## src/sv/mlfs_pkg.sv

```systemverilog
// ----------------------------------------------------------------------------
// Multilevel feedback scheduler package
// Shared widths, result codes, controller states and the command and status
// structures between the controller and the datapath.
// ----------------------------------------------------------------------------
package mlfs_pkg;

    localparam int TIME_W  = 17;
    localparam int TICK_W  = 16;
    localparam int PID_W   = 4;
    localparam int LVL_W   = 4;
    localparam int CODE_W  = 3;

    localparam logic [TIME_W-1:0] TIME_MAX = 17'h1FFFF;
    localparam logic [TICK_W-1:0] END_RESET = 16'hFFFF;

    localparam logic [CODE_W-1:0] ST_ACCEPTED = 3'd0;
    localparam logic [CODE_W-1:0] ST_REJECTED = 3'd1;
    localparam logic [CODE_W-1:0] ST_RAN      = 3'd2;
    localparam logic [CODE_W-1:0] ST_IDLE     = 3'd3;
    localparam logic [CODE_W-1:0] ST_PAST_END = 3'd4;

    localparam logic ACT_ARRIVE   = 1'b0;
    localparam logic ACT_DISPATCH = 1'b1;

    typedef enum logic [1:0] {
        S_WAIT,
        S_FETCH,
        S_EXEC
    } t_state;

    typedef struct packed {
        logic take;
        logic fetch;
        logic exec;
    } t_cmd;

    typedef struct packed {
        logic run;
        logic out_free;
    } t_dp_stat;

endpackage

```

## src/sv/mlfs_ctrl.sv

```systemverilog
// ----------------------------------------------------------------------------
// Multilevel feedback scheduler controller
// Sequences one item at a time: accept, then for a run the service store read
// and the time and queue update.
// ----------------------------------------------------------------------------
module mlfs_ctrl
    import mlfs_pkg::*;
(
    input  logic     i_clk,
    input  logic     i_rst_n,
    input  logic     i_in_valid,
    output logic     o_in_stall,
    input  t_dp_stat i_stat,
    output t_cmd     o_cmd
);

    t_state r_state;
    t_state n_state;

    always_ff @(posedge i_clk) begin
        if (!i_rst_n) begin
            r_state <= S_WAIT;
        end else begin
            r_state <= n_state;
        end
    end

    always_comb begin
        n_state    = r_state;
        o_in_stall = 1'b1;
        o_cmd      = '0;
        unique case (r_state)
            S_WAIT: begin
                o_in_stall = !i_stat.out_free;
                o_cmd.take = i_in_valid && i_stat.out_free;
                if (o_cmd.take && i_stat.run) begin
                    n_state = S_FETCH;
                end
            end
            S_FETCH: begin
                o_cmd.fetch = 1'b1;
                n_state     = S_EXEC;
            end
            S_EXEC: begin
                if (i_stat.out_free) begin
                    o_cmd.exec = 1'b1;
                    n_state    = S_WAIT;
                end
            end
            default: begin
                n_state = S_WAIT;
            end
        endcase
    end

    a_fetch_then_exec: assert property (@(posedge i_clk) disable iff (!i_rst_n)
        r_state == S_FETCH |=> r_state == S_EXEC)
        else $error("fetch not followed by exec");

    a_exec_done: assert property (@(posedge i_clk) disable iff (!i_rst_n)
        o_cmd.exec |=> r_state == S_WAIT)
        else $error("exec did not return to wait");

    a_exec_hold: assert property (@(posedge i_clk) disable iff (!i_rst_n)
        (r_state == S_EXEC && !i_stat.out_free) |=> r_state == S_EXEC)
        else $error("exec left while result slot busy");

endmodule

```

## src/sv/mlfs_dp.sv

```systemverilog
// ----------------------------------------------------------------------------
// Multilevel feedback scheduler datapath
// Level queues, remaining service store, active set, time and result register.
// ----------------------------------------------------------------------------
module mlfs_dp
    import mlfs_pkg::*;
#(
    parameter int NUM_LEVELS = 10,
    parameter int MAX_PROCS  = 16
) (
    input  logic              i_clk,
    input  logic              i_rst_n,
    input  t_cmd              i_cmd,
    output t_dp_stat          o_stat,
    input  logic              i_cfg_we,
    input  logic [TICK_W-1:0] i_cfg_data,
    input  logic              i_action,
    input  logic [PID_W-1:0]  i_process_id,
    input  logic [TICK_W-1:0] i_svc_ticks,
    output logic              o_out_valid,
    input  logic              i_out_stall,
    output logic [CODE_W-1:0] o_status,
    output logic [PID_W-1:0]  o_run_process,
    output logic [LVL_W-1:0]  o_run_level,
    output logic [TIME_W-1:0] o_run_start,
    output logic [TIME_W-1:0] o_run_end,
    output logic              o_finished
);

    localparam int LW    = (NUM_LEVELS > 1) ? $clog2(NUM_LEVELS) : 1;
    localparam int SW    = $clog2(MAX_PROCS);
    localparam int CW    = $clog2(MAX_PROCS + 1);
    localparam int DEPTH = NUM_LEVELS * MAX_PROCS;
    localparam int AW    = (DEPTH > 1) ? $clog2(DEPTH) : 1;

    logic [SW-1:0]     mem_fifo [DEPTH];
    logic [TICK_W-1:0] mem_rem [MAX_PROCS];

    logic [SW-1:0]     r_head [NUM_LEVELS];
    logic [SW-1:0]     r_tail [NUM_LEVELS];
    logic [CW-1:0]     r_count [NUM_LEVELS];
    logic [MAX_PROCS-1:0] r_active;
    logic [TIME_W-1:0] r_now;
    logic [TICK_W-1:0] r_end;
    logic [SW-1:0]     r_fifo_q;
    logic [TICK_W-1:0] r_rem_q;
    logic [SW-1:0]     r_id;
    logic [LW-1:0]     r_lvl;
    logic [TIME_W-1:0] r_start;

    logic              r_out_valid;
    logic [CODE_W-1:0] r_status;
    logic [PID_W-1:0]  r_proc;
    logic [LVL_W-1:0]  r_level;
    logic [TIME_W-1:0] r_run_start;
    logic [TIME_W-1:0] r_run_end;
    logic              r_fin;

    function automatic logic [SW-1:0] next_slot(input logic [SW-1:0] s);
        return (s == SW'(MAX_PROCS - 1)) ? '0 : s + 1'b1;
    endfunction

    logic [NUM_LEVELS-1:0] w_busy;
    logic [LW-1:0]         w_lvl;
    logic                  w_any;
    logic [8:0]            w_pid_ext;
    logic [SW-1:0]         w_pid;
    logic                  w_reject;
    logic                  w_past_end;
    logic                  w_arrive_ok;
    logic                  w_take_run;

    always_comb begin
        for (int i = 0; i < NUM_LEVELS; i++) begin
            w_busy[i] = (r_count[i] != '0);
        end
        w_lvl = '0;
        for (int i = NUM_LEVELS - 1; i >= 0; i--) begin
            if (w_busy[i]) begin
                w_lvl = LW'(i);
            end
        end
        w_any = |w_busy;
    end

    assign w_pid_ext   = {{(9 - PID_W){1'b0}}, i_process_id};
    assign w_pid       = w_pid_ext[SW-1:0];
    assign w_reject    = (w_pid_ext >= 9'(MAX_PROCS)) || (i_svc_ticks == '0)
                         || r_active[w_pid];
    assign w_past_end  = r_now > {1'b0, r_end};
    assign w_arrive_ok = i_cmd.take && (i_action == ACT_ARRIVE) && !w_reject;
    assign w_take_run  = i_cmd.take && i_cmd.take && o_stat.run;

    assign o_stat.run      = (i_action != ACT_ARRIVE) && !w_past_end && w_any;
    assign o_stat.out_free = !r_out_valid || !i_out_stall;

    // Run arithmetic on the fetched process.
    logic [TIME_W-1:0] w_quantum;
    logic [TIME_W-1:0] w_rem_ext;
    logic [TIME_W-1:0] w_slice;
    logic [TIME_W:0]   w_sum;
    logic [TIME_W-1:0] w_now_run;
    logic [TICK_W-1:0] w_rem_new;
    logic              w_done;
    logic [LW-1:0]     w_push_lvl;
    logic              w_push;
    logic [8:0]        w_id_ext;
    logic [8:0]        w_lvl_ext;

    always_comb begin
        w_quantum  = TIME_W'(1) << r_lvl;
        w_rem_ext  = {1'b0, r_rem_q};
        w_slice    = (w_quantum < w_rem_ext) ? w_quantum : w_rem_ext;
        w_sum      = {1'b0, r_now} + {1'b0, w_slice};
        w_now_run  = (w_sum > {1'b0, TIME_MAX}) ? TIME_MAX : w_sum[TIME_W-1:0];
        w_rem_new  = r_rem_q - w_slice[TICK_W-1:0];
        w_done     = (w_rem_new == '0);
        w_push_lvl = (r_lvl == LW'(NUM_LEVELS - 1)) ? r_lvl : r_lvl + 1'b1;
        w_push     = i_cmd.exec && !w_done && (r_count[w_push_lvl] < CW'(MAX_PROCS));
        w_id_ext   = 9'(r_id);
        w_lvl_ext  = 9'(r_lvl);
    end

    // Single write port for each store.
    logic              w_fifo_we;
    logic [AW-1:0]     w_fifo_wa;
    logic [SW-1:0]     w_fifo_wd;
    logic              w_rem_we;
    logic [SW-1:0]     w_rem_wa;
    logic [TICK_W-1:0] w_rem_wd;

    always_comb begin
        w_fifo_we = 1'b0;
        w_fifo_wa = AW'(r_tail[0]);
        w_fifo_wd = w_pid;
        w_rem_we  = 1'b0;
        w_rem_wa  = w_pid;
        w_rem_wd  = i_svc_ticks;
        if (w_arrive_ok) begin
            w_fifo_we = r_count[0] < CW'(MAX_PROCS);
            w_rem_we  = 1'b1;
        end else if (i_cmd.exec) begin
            w_fifo_we = w_push;
            w_fifo_wa = AW'(w_push_lvl * MAX_PROCS) + AW'(r_tail[w_push_lvl]);
            w_fifo_wd = r_id;
            w_rem_we  = 1'b1;
            w_rem_wa  = r_id;
            w_rem_wd  = w_rem_new;
        end
    end

    always_ff @(posedge i_clk) begin
        if (w_fifo_we) begin
            mem_fifo[w_fifo_wa] <= w_fifo_wd;
        end
        r_fifo_q <= mem_fifo[AW'(w_lvl * MAX_PROCS) + AW'(r_head[w_lvl])];
    end

    always_ff @(posedge i_clk) begin
        if (w_rem_we) begin
            mem_rem[w_rem_wa] <= w_rem_wd;
        end
        if (i_cmd.fetch) begin
            r_rem_q <= mem_rem[r_fifo_q];
        end
    end

    always_ff @(posedge i_clk) begin
        if (!i_rst_n) begin
            for (int i = 0; i < NUM_LEVELS; i++) begin
                r_head[i]  <= '0;
                r_tail[i]  <= '0;
                r_count[i] <= '0;
            end
            r_active <= '0;
            r_now    <= '0;
            r_end    <= END_RESET;
        end else begin
            if (i_cfg_we) begin
                r_end <= i_cfg_data;
            end
            if (w_arrive_ok) begin
                r_active[w_pid] <= 1'b1;
                if (r_count[0] < CW'(MAX_PROCS)) begin
                    r_tail[0]  <= next_slot(r_tail[0]);
                    r_count[0] <= r_count[0] + 1'b1;
                end
            end
            if (w_take_run) begin
                r_head[w_lvl]  <= next_slot(r_head[w_lvl]);
                r_count[w_lvl] <= r_count[w_lvl] - 1'b1;
            end
            if (i_cmd.take && (i_action != ACT_ARRIVE) && !w_past_end && !w_any
                && (r_now < TIME_MAX)) begin
                r_now <= r_now + 1'b1;
            end
            if (i_cmd.exec) begin
                r_now <= w_now_run;
                if (w_done) begin
                    r_active[r_id] <= 1'b0;
                end
                if (w_push) begin
                    r_tail[w_push_lvl]  <= next_slot(r_tail[w_push_lvl]);
                    r_count[w_push_lvl] <= r_count[w_push_lvl] + 1'b1;
                end
            end
        end
    end

    always_ff @(posedge i_clk) begin
        if (w_take_run) begin
            r_lvl   <= w_lvl;
            r_start <= r_now;
        end
        if (i_cmd.fetch) begin
            r_id <= r_fifo_q;
        end
    end

    always_ff @(posedge i_clk) begin
        if (!i_rst_n) begin
            r_out_valid <= 1'b0;
        end else if (i_cmd.exec || (i_cmd.take && !o_stat.run)) begin
            r_out_valid <= 1'b1;
        end else if (!i_out_stall) begin
            r_out_valid <= 1'b0;
        end
    end

    always_ff @(posedge i_clk) begin
        if (i_cmd.exec) begin
            r_status    <= ST_RAN;
            r_proc      <= w_id_ext[PID_W-1:0];
            r_level     <= w_lvl_ext[LVL_W-1:0];
            r_run_start <= r_start;
            r_run_end   <= w_now_run;
            r_fin       <= w_done;
        end else if (i_cmd.take && !o_stat.run) begin
            r_proc      <= '0;
            r_level     <= '0;
            r_run_start <= r_now;
            r_run_end   <= r_now;
            r_fin       <= 1'b0;
            if (i_action == ACT_ARRIVE) begin
                r_status <= w_reject ? ST_REJECTED : ST_ACCEPTED;
            end else if (w_past_end) begin
                r_status <= ST_PAST_END;
            end else begin
                r_status  <= ST_IDLE;
                r_run_end <= (r_now < TIME_MAX) ? r_now + 1'b1 : r_now;
            end
        end
    end

    assign o_out_valid   = r_out_valid;
    assign o_status      = r_status;
    assign o_run_process = r_proc;
    assign o_run_level   = r_level;
    assign o_run_start   = r_run_start;
    assign o_run_end     = r_run_end;
    assign o_finished    = r_fin;

endmodule

```

## src/sv/multilevel_feedback_scheduler_core.sv

```systemverilog
// ----------------------------------------------------------------------------
// Multilevel feedback scheduler core
// Level queues with quantum two to the power of the level, driven by arrive
// and dispatch items, one result item for each.
// ----------------------------------------------------------------------------
// An arrive item, and a dispatch that finds nothing queued or the time past
// the end, has its result registered when it is taken. A dispatch that runs
// a process goes through three steps: the queue store read, the service
// store read, then the time and queue update, as both stores have registered
// reads. One item is in work at a time, and the next item is taken no earlier
// than the cycle in which the previous result leaves the output register.
// Nothing needs clearing after reset.
module multilevel_feedback_scheduler_core
    import mlfs_pkg::*;
#(
    parameter int NUM_LEVELS = 10,
    parameter int MAX_PROCS  = 16
) (
    input  logic              i_clk,
    input  logic              i_rst_n,
    input  logic              i_cfg_we,
    input  logic [TICK_W-1:0] i_cfg_data,
    input  logic              i_in_valid,
    output logic              o_in_stall,
    input  logic              i_action,
    input  logic [PID_W-1:0]  i_process_id,
    input  logic [TICK_W-1:0] i_svc_ticks,
    output logic              o_out_valid,
    input  logic              i_out_stall,
    output logic [CODE_W-1:0] o_status,
    output logic [PID_W-1:0]  o_run_process,
    output logic [LVL_W-1:0]  o_run_level,
    output logic [TIME_W-1:0] o_run_start,
    output logic [TIME_W-1:0] o_run_end,
    output logic              o_finished
);

    t_cmd     w_cmd;
    t_dp_stat w_stat;

    mlfs_ctrl u_ctrl (
        .i_clk      (i_clk),
        .i_rst_n    (i_rst_n),
        .i_in_valid (i_in_valid),
        .o_in_stall (o_in_stall),
        .i_stat     (w_stat),
        .o_cmd      (w_cmd)
    );

    mlfs_dp #(
        .NUM_LEVELS (NUM_LEVELS),
        .MAX_PROCS  (MAX_PROCS)
    ) u_dp (
        .i_clk          (i_clk),
        .i_rst_n        (i_rst_n),
        .i_cmd          (w_cmd),
        .o_stat         (w_stat),
        .i_cfg_we       (i_cfg_we),
        .i_cfg_data     (i_cfg_data),
        .i_action       (i_action),
        .i_process_id   (i_process_id),
        .i_svc_ticks    (i_svc_ticks),
        .o_out_valid    (o_out_valid),
        .i_out_stall    (i_out_stall),
        .o_status       (o_status),
        .o_run_process  (o_run_process),
        .o_run_level    (o_run_level),
        .o_run_start    (o_run_start),
        .o_run_end      (o_run_end),
        .o_finished     (o_finished)
    );

endmodule

```

## config.mk

```make
export PLATFORM = sky130hd
export DESIGN_NAME = multilevel_feedback_scheduler_core
export DESIGN_NICKNAME = d
export VERILOG_FILES = /design/src/sv/mlfs_pkg.sv /design/src/sv/mlfs_ctrl.sv /design/src/sv/mlfs_dp.sv /design/src/sv/multilevel_feedback_scheduler_core.sv
export SDC_FILE = /design/constraint.sdc
export NUM_CORES = 2
export LEC_CHECK = 0
export ABC_AREA = 1
export BUFFER_PORTS_ARGS = -buffer_cell sky130_fd_sc_hd__buf_2
export CORE_MARGIN = 4
export CORE_UTILIZATION = 45
export CTS_BUF_LIST = sky130_fd_sc_hd__clkbuf_4 sky130_fd_sc_hd__clkbuf_8
export DETAILED_ROUTE_END_ITERATION = 12
export SLEW_MARGIN = 20
export SYNTH_ARGS = -nofsm -noshare
export SYNTH_HDL_FRONTEND = slang
export SYNTH_HIERARCHICAL = 1
export SYNTH_SLANG_ARGS = --single-unit
```

## constraint.sdc

```tcl
create_clock -name i_clk -period 12.2 [get_ports i_clk]
set_clock_uncertainty 0.1 [all_clocks]
set_input_delay 1.22 -clock i_clk [delete_from_list [all_inputs] [get_ports i_clk]]
set_output_delay 1.22 -clock i_clk [all_outputs]
set_load 0.005 [all_outputs]
```

Yosys cells after proc, flatten, opt, wreduce, memory -nomap -nowiden
Memory sizes are Yosys's and may differ from the RTL's. A register that Yosys moved wholly into a read port is not among the register bits.
Index checks and enable logic that the tools add are counted.
Storage, ports and cells
  word-level logic and storage cells: 200
  memories kept: 5
  RAM bits: 1026
  bits in latches: 0
  bits in registers: 123
  output and inout port bits: 48
  memory bits (read-only): 0
  input bits: 42
Operators by class
  eq/ne operators: 9
  shifts and indexed selects: 1
  add/sub/neg operators: 12
  reductions and logical operators: 49
  multiplexer cells: 93
  bitwise operators: 6
  div/mod/pow operators: 0
  $lt $le $gt $ge: 11
  multiply operators: 0
Memories
  u_dp.mem_fifo: depth 160, width 4, rd ports 1, clocked after memory_dff 1, wr ports 1, line mlfs_dp.sv:36  | logic [SW-1:0] mem_fifo [DEPTH];
  u_dp.mem_rem: depth 16, width 16, rd ports 1, clocked after memory_dff 1, wr ports 1, line mlfs_dp.sv:37  | logic [TICK_W-1:0] mem_rem [MAX_PROCS];
  u_dp.r_count: depth 10, width 5, rd ports 12, clocked after memory_dff 0, wr ports 10, line mlfs_dp.sv:41  | logic [CW-1:0] r_count [NUM_LEVELS];
  u_dp.r_head: depth 10, width 4, rd ports 1, clocked after memory_dff 0, wr ports 10, line mlfs_dp.sv:39  | logic [SW-1:0] r_head [NUM_LEVELS];
  u_dp.r_tail: depth 10, width 4, rd ports 2, clocked after memory_dff 0, wr ports 10, line mlfs_dp.sv:40  | logic [SW-1:0] r_tail [NUM_LEVELS];
Operators with widths (number)
  $mux 17: 11
  $mux 4: 26
  $mux 16: 6
  $reduce_bool 5->1: 10
  $mux 1: 37
  $logic_not 16->1: 2
  $add 17x17->18: 1
  $gt 18x17->1 const B: 1
  $add 17x1->17 const B: 1
  $gt 17x16->1: 1
  $lt 17x16->1: 1
  $lt 17x17->1 const B: 1
  $shl 1x4->17 const A: 1
  $add 4x1->4 const B: 4
  $add 8x4->8: 2
  $and 16x16->16: 1
  $eq 4x4->1 const B: 4
  $logic_and 1x1->1: 16
  $mux 8: 2
  $not 16->16: 1
  $or 16x16->16: 1
  $sub 16x16->16: 1
  $mux 5: 3
  $add 5x1->5 const B: 2
  23 further kinds: 45

Logic depth before layout (Yosys ltp)
An unclocked memory read counts as a cell.
  depth after elaboration: 16
  gate-level depth with buffers: 38
  mapped depth without buffers: 37

Modules after synthesis
The synthesis kept the hierarchy.
By module, submodules not included
  mlfs_dp: instances 1, cells each 5318, area each 56608.0 um^2, seq. area each 36334.8 um^2
  mlfs_ctrl: instances 1, cells each 17, area each 115.1 um^2, seq. area each 40.0 um^2

Worst setup path before layout
No wires, ideal clock.
  path kind: input-to-reg
  from: in i_process_id[0]
  to: mem u_dp.mem_rem[11][0] (enable)
  path slack: 2.978 ns
  buffers on the path: 1
  arrival: 8.732 ns
  library setup time: 0.390 ns
  required time: 11.710 ns
  stages on the path: 14
  cells stage by stage: inv_1 nor2_1 inv_1 o22ai_1 a221oi_1 nor3_1 nor4b_1 nand2_1 inv_1 nor2_1 clkbuf_1 o22ai_1 nand3_1 nor2_1
On the way
  elaborated cells on any way between the ends: 12
  those cells by class: order compare: 1; mux: 7; reduce/logical: 4
RTL lines
  from (decl): line multilevel_feedback_scheduler_core.sv:26  | input logic [PID_W-1:0] i_process_id,
  $bmux 1 s4 / $ge 4x5->1 (equally long branches): line mlfs_dp.sv:89, mlfs_dp.sv:88
  $mux 1 (not written as such) / $logic_or 1x1->1 (equally long branches): line mlfs_dp.sv:89, mlfs_dp.sv:88
  $logic_or 1x1->1 *: line mlfs_dp.sv:89  | || r_active[w_pid];
  $logic_not 1->1 *: line mlfs_dp.sv:91  | assign w_arrive_ok = i_cmd.take && (i_action == ACT_ARRIVE) && !w_reject;
  $logic_and 1x1->1 *: line mlfs_dp.sv:91
  $mux 4 *
  named net u_dp.w_fifo_wd[1]: line mlfs_dp.sv:127  | logic [SW-1:0] w_fifo_wd;
  to (decl): line mlfs_dp.sv:37
The timed path passes the listed nets; every way through them passes the cells marked *. The select of a mux whose other input is x is not followed.

Worst setup path after layout
  from: reg u_dp.r_lvl[0]
  to: mem u_dp/mem_fifo[21][0] (netlist bit) (enable)
On the way
  cells in the longest elaborated chain, start to end: 12
  elaborated cells on any way between the ends: 21
  those cells by class: add/sub: 3; order compare: 2; eq/ne: 1; shift: 1; mux: 8; reduce/logical: 4; memory: 2
Ends and longest elaborated chain
  from (decl): line mlfs_dp.sv:48  | logic [LW-1:0] r_lvl;
  from (signal assigned): line mlfs_dp.sv:212  | r_lvl <= w_lvl;
  $shl 1x4->17: line mlfs_dp.sv:111  | w_quantum = TIME_W'(1) << r_lvl;
  $lt 17x16->1: line mlfs_dp.sv:113  | w_slice = (w_quantum < w_rem_ext) ? w_quantum : w_rem_ext;
  $mux 17: line mlfs_dp.sv:113
  $sub 16x16->16: line mlfs_dp.sv:116  | w_rem_new = r_rem_q - w_slice[TICK_W-1:0];
  $logic_not 16->1: line mlfs_dp.sv:117  | w_done = (w_rem_new == '0);
  $logic_not 1->1: line mlfs_dp.sv:119  | w_push = i_cmd.exec && !w_done && (r_count[w_push_lvl] < CW'(MAX_PROCS));
  $logic_and 1x1->1 (2 in series): line mlfs_dp.sv:119
  $mux 1: line mlfs_dp.sv:142  | end else if (i_cmd.exec) begin
  $mux 1: line mlfs_dp.sv:139  | if (w_arrive_ok) begin
  $mux 1: line mlfs_dp.sv:153  | if (w_fifo_we) begin
  $mux 1 (not written as such): line mlfs_dp.sv:154  | mem_fifo[w_fifo_wa] <= w_fifo_wd;
  to (decl): line mlfs_dp.sv:36
Several ways; a longest one is shown, not always the timed one.

==> key figures <==
Status
  • Status: finished clean

Placed design
  • DP Worst Slack: 3.918 ns
  • Post-DP HPWL: 95.15 mm
  • # port buffers: 89
  • GPL Wtd Cong: 0.8780
  • Post-DP Area: 0.05875 mm2

Routing
  • Detailed Routing Iterations Pass 1: 8
  • Final ANT Viol Nets: 0
  • WL final: 157.9 mm
  • Via-to-Cell Ratio: about 5.6
  • Drt drc: 0
  • Via count: 40,780
  • Wire per inst: 21.87 um
  • 1st-iter DRT viols: 4,570

Synth
  • Commonest cells post-synth: 1,172 x edfxtp_1, 861 x nand2_1, 766 x nand3_1
  • Seq cells post-synth: 1,231
  • Mux share of post-synthesis cell area: 1.129%
  • Synth Cell Area: 0.05672 mm2
  • Largest family of logic cells by synthesized area: simple AND/OR/NAND/NOR gates
  • Synth Area in Compound Gates: 8.620%
  • Top cells by area, synth: edfxtp_1 62%, nand3_1 6.8%, nand2_1 5.7%
  • Synth cell types: 71
  • Asr flop ratio synth: 0%
  • Synth Area in Simple Gates: 17.79%
  • Synth warn: 6
  • Post-synthesis sequential area ratio: approximately 64%
  • Leading area contributor after synthesis: edfxtp_1
  • Post-synthesis xor/xnor area fraction: 0.7698%
  • Avg Cell Area, Syn: 10.63 um2
  • Ys flop type: edfxtp_1
  • Yosys top cell area share: 62.04%
  • Number of synthesized flops with an enable pin: around 1,200
  • Most common cell in the synthesized netlist: edfxtp_1
  • Synth Area in Adders: around 1.7%
  • Mapped Cells: approximately 5,300

STA
  • Final worst slack: 3.894 ns
  • Max_slew headroom: 19.58%
  • Post-route clock period utilization: 68.08%
  • RSZ-0062 raised after global routing: false
  • Setup TNS: 0 ns
  • Fin. Hold Viols: 0
  • Final slew viol count: 0
  • Fmax: 0.1204 GHz
  • Final min period: 8.306 ns
  • Worst Tran Pin Value: 1.200 ns
  • Setup violators final: 0

Min path
  • Hold Path Class: flop to flop
  • HP Start: u_dp/o_status[1]

Critical path
  • Worst Path Class, Setup: flop to flop
  • Worst Setup SP: u_dp/r_lvl[0]
  • Reg2reg path depth: 34
  • Reg2Reg Setup Slack: 3.89 ns
  • Crit. End Element: flop
  • Critical-path top delay cell: nand4_2
  • Arr. time, crit path: 8.75 ns
  • Crit-path max FO: 26
  • Delay of the slowest critical-path stage: just under 0.8 ns
  • Reg-to-reg critical path startpoint: u_dp/r_lvl[0]
  • End of the worst register-to-register path: u_dp/mem_fifo[21][0]
  • Crit path top cell by count: nand2_1
  • Critical Path End: u_dp/mem_fifo[21][0]
  • WP data required: about 13 ns
  • CP Launch Type: flop

Cells and area
  • FF/Latch Area: 0.03638 mm2
  • Area grow syn2layout: 10.87%
  • Area of the multi-input gates: 0.01729 mm2
  • Share of cells above drive strength 1: 11.33%
  • Post-route cell area: 0.06289 mm2
  • FILL cells: 11,130
  • Layout Nets: 5,524
  • Final core utilization: 50.54%

GRT
  • First-pass GRT wire length: 238.3 mm
  • Total Routing Usage GR: about a quarter
  • Initial antenna violation count: 6
  • Total grt overflow: 0
  • Vias in the first global route: 39,590
  • Pin count of the biggest net entering global routing: between 150 and 200

Job
  • Max_cap viols: 0

Clock network
  • Clk pin slew, worst setup/hold paths: 0.06 ns
  • Clock Path Buffers: 3
  • Total CTS buffers: 200
  • CTS tree: built
  • Post-cts sizing count: 0
  • CTS Root Cell: clkbuf_8
  • Clk_lat worst skew: 0.94 ns
  • Htree depth: 4
  • Post-CTS Hold Fix Bufs: 0
  • Clock sinks: roughly 1,200
  • Setup bufs post-CTS: 0

Floorplanning
  • Full die area: 0.1318 mm2
  • Rows: 129
  • Initial Utilization: between 40% and 50%
  • Core Box Area: roughly 0.12 mm2
  • Die X: ~360 um
  • Io pins: 90
  • DIE HEIGHT: 363.0 um

Power
  • PwrDens: 150.4 mW/mm2
  • Total Power: 9.459 mW
  • Pleak: 23.63 nW
  • Peak VDD IR: ~0.12 mV
[worst max-delay path: cells and delay by family (launching register included)]
| family | cells | cell delay, ns |
|---|---|---|
| AO/OA/AOI/OAI | 10 | 2.06 |
| flip-flops | 1 | 0.50 |
| buffers and inverters | 4 | 0.90 |
| adder cells (fa/ha/maj) | 3 | 0.96 |
| AND/OR/NAND/NOR | 17 | 3.34 |
[power by group]
| group | leakage [nW] | internal (mW) | switching, mW |
|---|---|---|---|
| combinational | 10.2 | 0.273 | 0.753 |
| clock | 2.20 | 2.02 | 1.65 |
| sequential | 11.3 | 4.72 | 0.0434 |
[per-stage QoR]
| step | std cells | hold slack, ns |
|---|---|---|
| after floorplan | 5342 | 0.3029 |
| after global placement | 6839 | 0.3289 |
| after detailed placement | 6839 | 0.3356 |
| after CTS | 7215 | 0.3068 |
| after global routing | 7219 | 0.3436 |
| final | 7220 | 0.3488 |
[state kept, by name, indices dropped and copies added (netlist names), 17 cells and up]
name,count
u_dp/mem_rem,256
u_dp/r_count,80
u_dp/mem_fifo,640
u_dp/r_head,48
u_dp/r_now,17
u_dp/r_start,17
u_dp/o_run_end,17
u_dp/o_run_start,17
u_dp/r_tail,64
[cell type report]
type	instances	share of cell area (%)
Tap cell	1637	3.257
Sequential cell	1231	57.85
Timing Repair Buffer	157	1.605
Multi-Input combinational cell	3277	27.49
Clock buffer	283	5.417
Clock inverter	93	1.148
Inverter	537	3.211
Antenna cell	5	0.01989
[cell families after synthesis]
logic type,Yosys count
AO/OA/AOI/OAI,816
buffers and inverters,834
adder cells (fa/ha/maj),78
flip-flops,1231
multiplexers,64
XOR/XNOR,49
other,1
AND/OR/NAND/NOR,2262
[worst min path at each step]
stage / slack (ns) / endpoint / depth (start not counted)
6_report: 0.35 / u_dp/o_status[1] / 2
2_1_floorplan: 0.30 / u_dp/r_start[16] / 0
4_1_cts: 0.31 / u_dp/r_end[4] / 3
3_5_place_dp: 0.34 / u_dp/o_status[1] / 2
5_1_grt: 0.34 / u_dp/r_end[4] / 3
3_3_place_gp: 0.33 / u_dp/o_status[1] / 2
[cell usage in the layout, fill, tap and decap left out, drive strengths merged, types with 8 or more instances in the layout]
cell and count:
clkbuf 283, o221ai 12, edfxtp 1172, a31o 10
nand4 25, nand2 877, clkinv 78, dfxtp 59
mux2i 64, inv 539, o21ai 350, nor3 34
conb 8, a21oi 169, o211ai 159, nand3b 67
bufinv 10, ha 76, a22oi 34, xor2 41
xnor2 8, o22ai 37, nand3 770, buf 157
or2 38, nor2 438, o41ai 9
[metal layers]
metal	wire (um)	share of wire, %	vias to the layer above	global-route usage (%)
li1	-	-	18980	-
met1	67080	42	19830	32.37
met2	74460	47	1671	38.77
met3	11790	7.5	291	3.910
met4	4542	2.9	2	7.894
met5	13	0.0082	-	0
No activity file was read; power rests on OpenSTA's default activity.
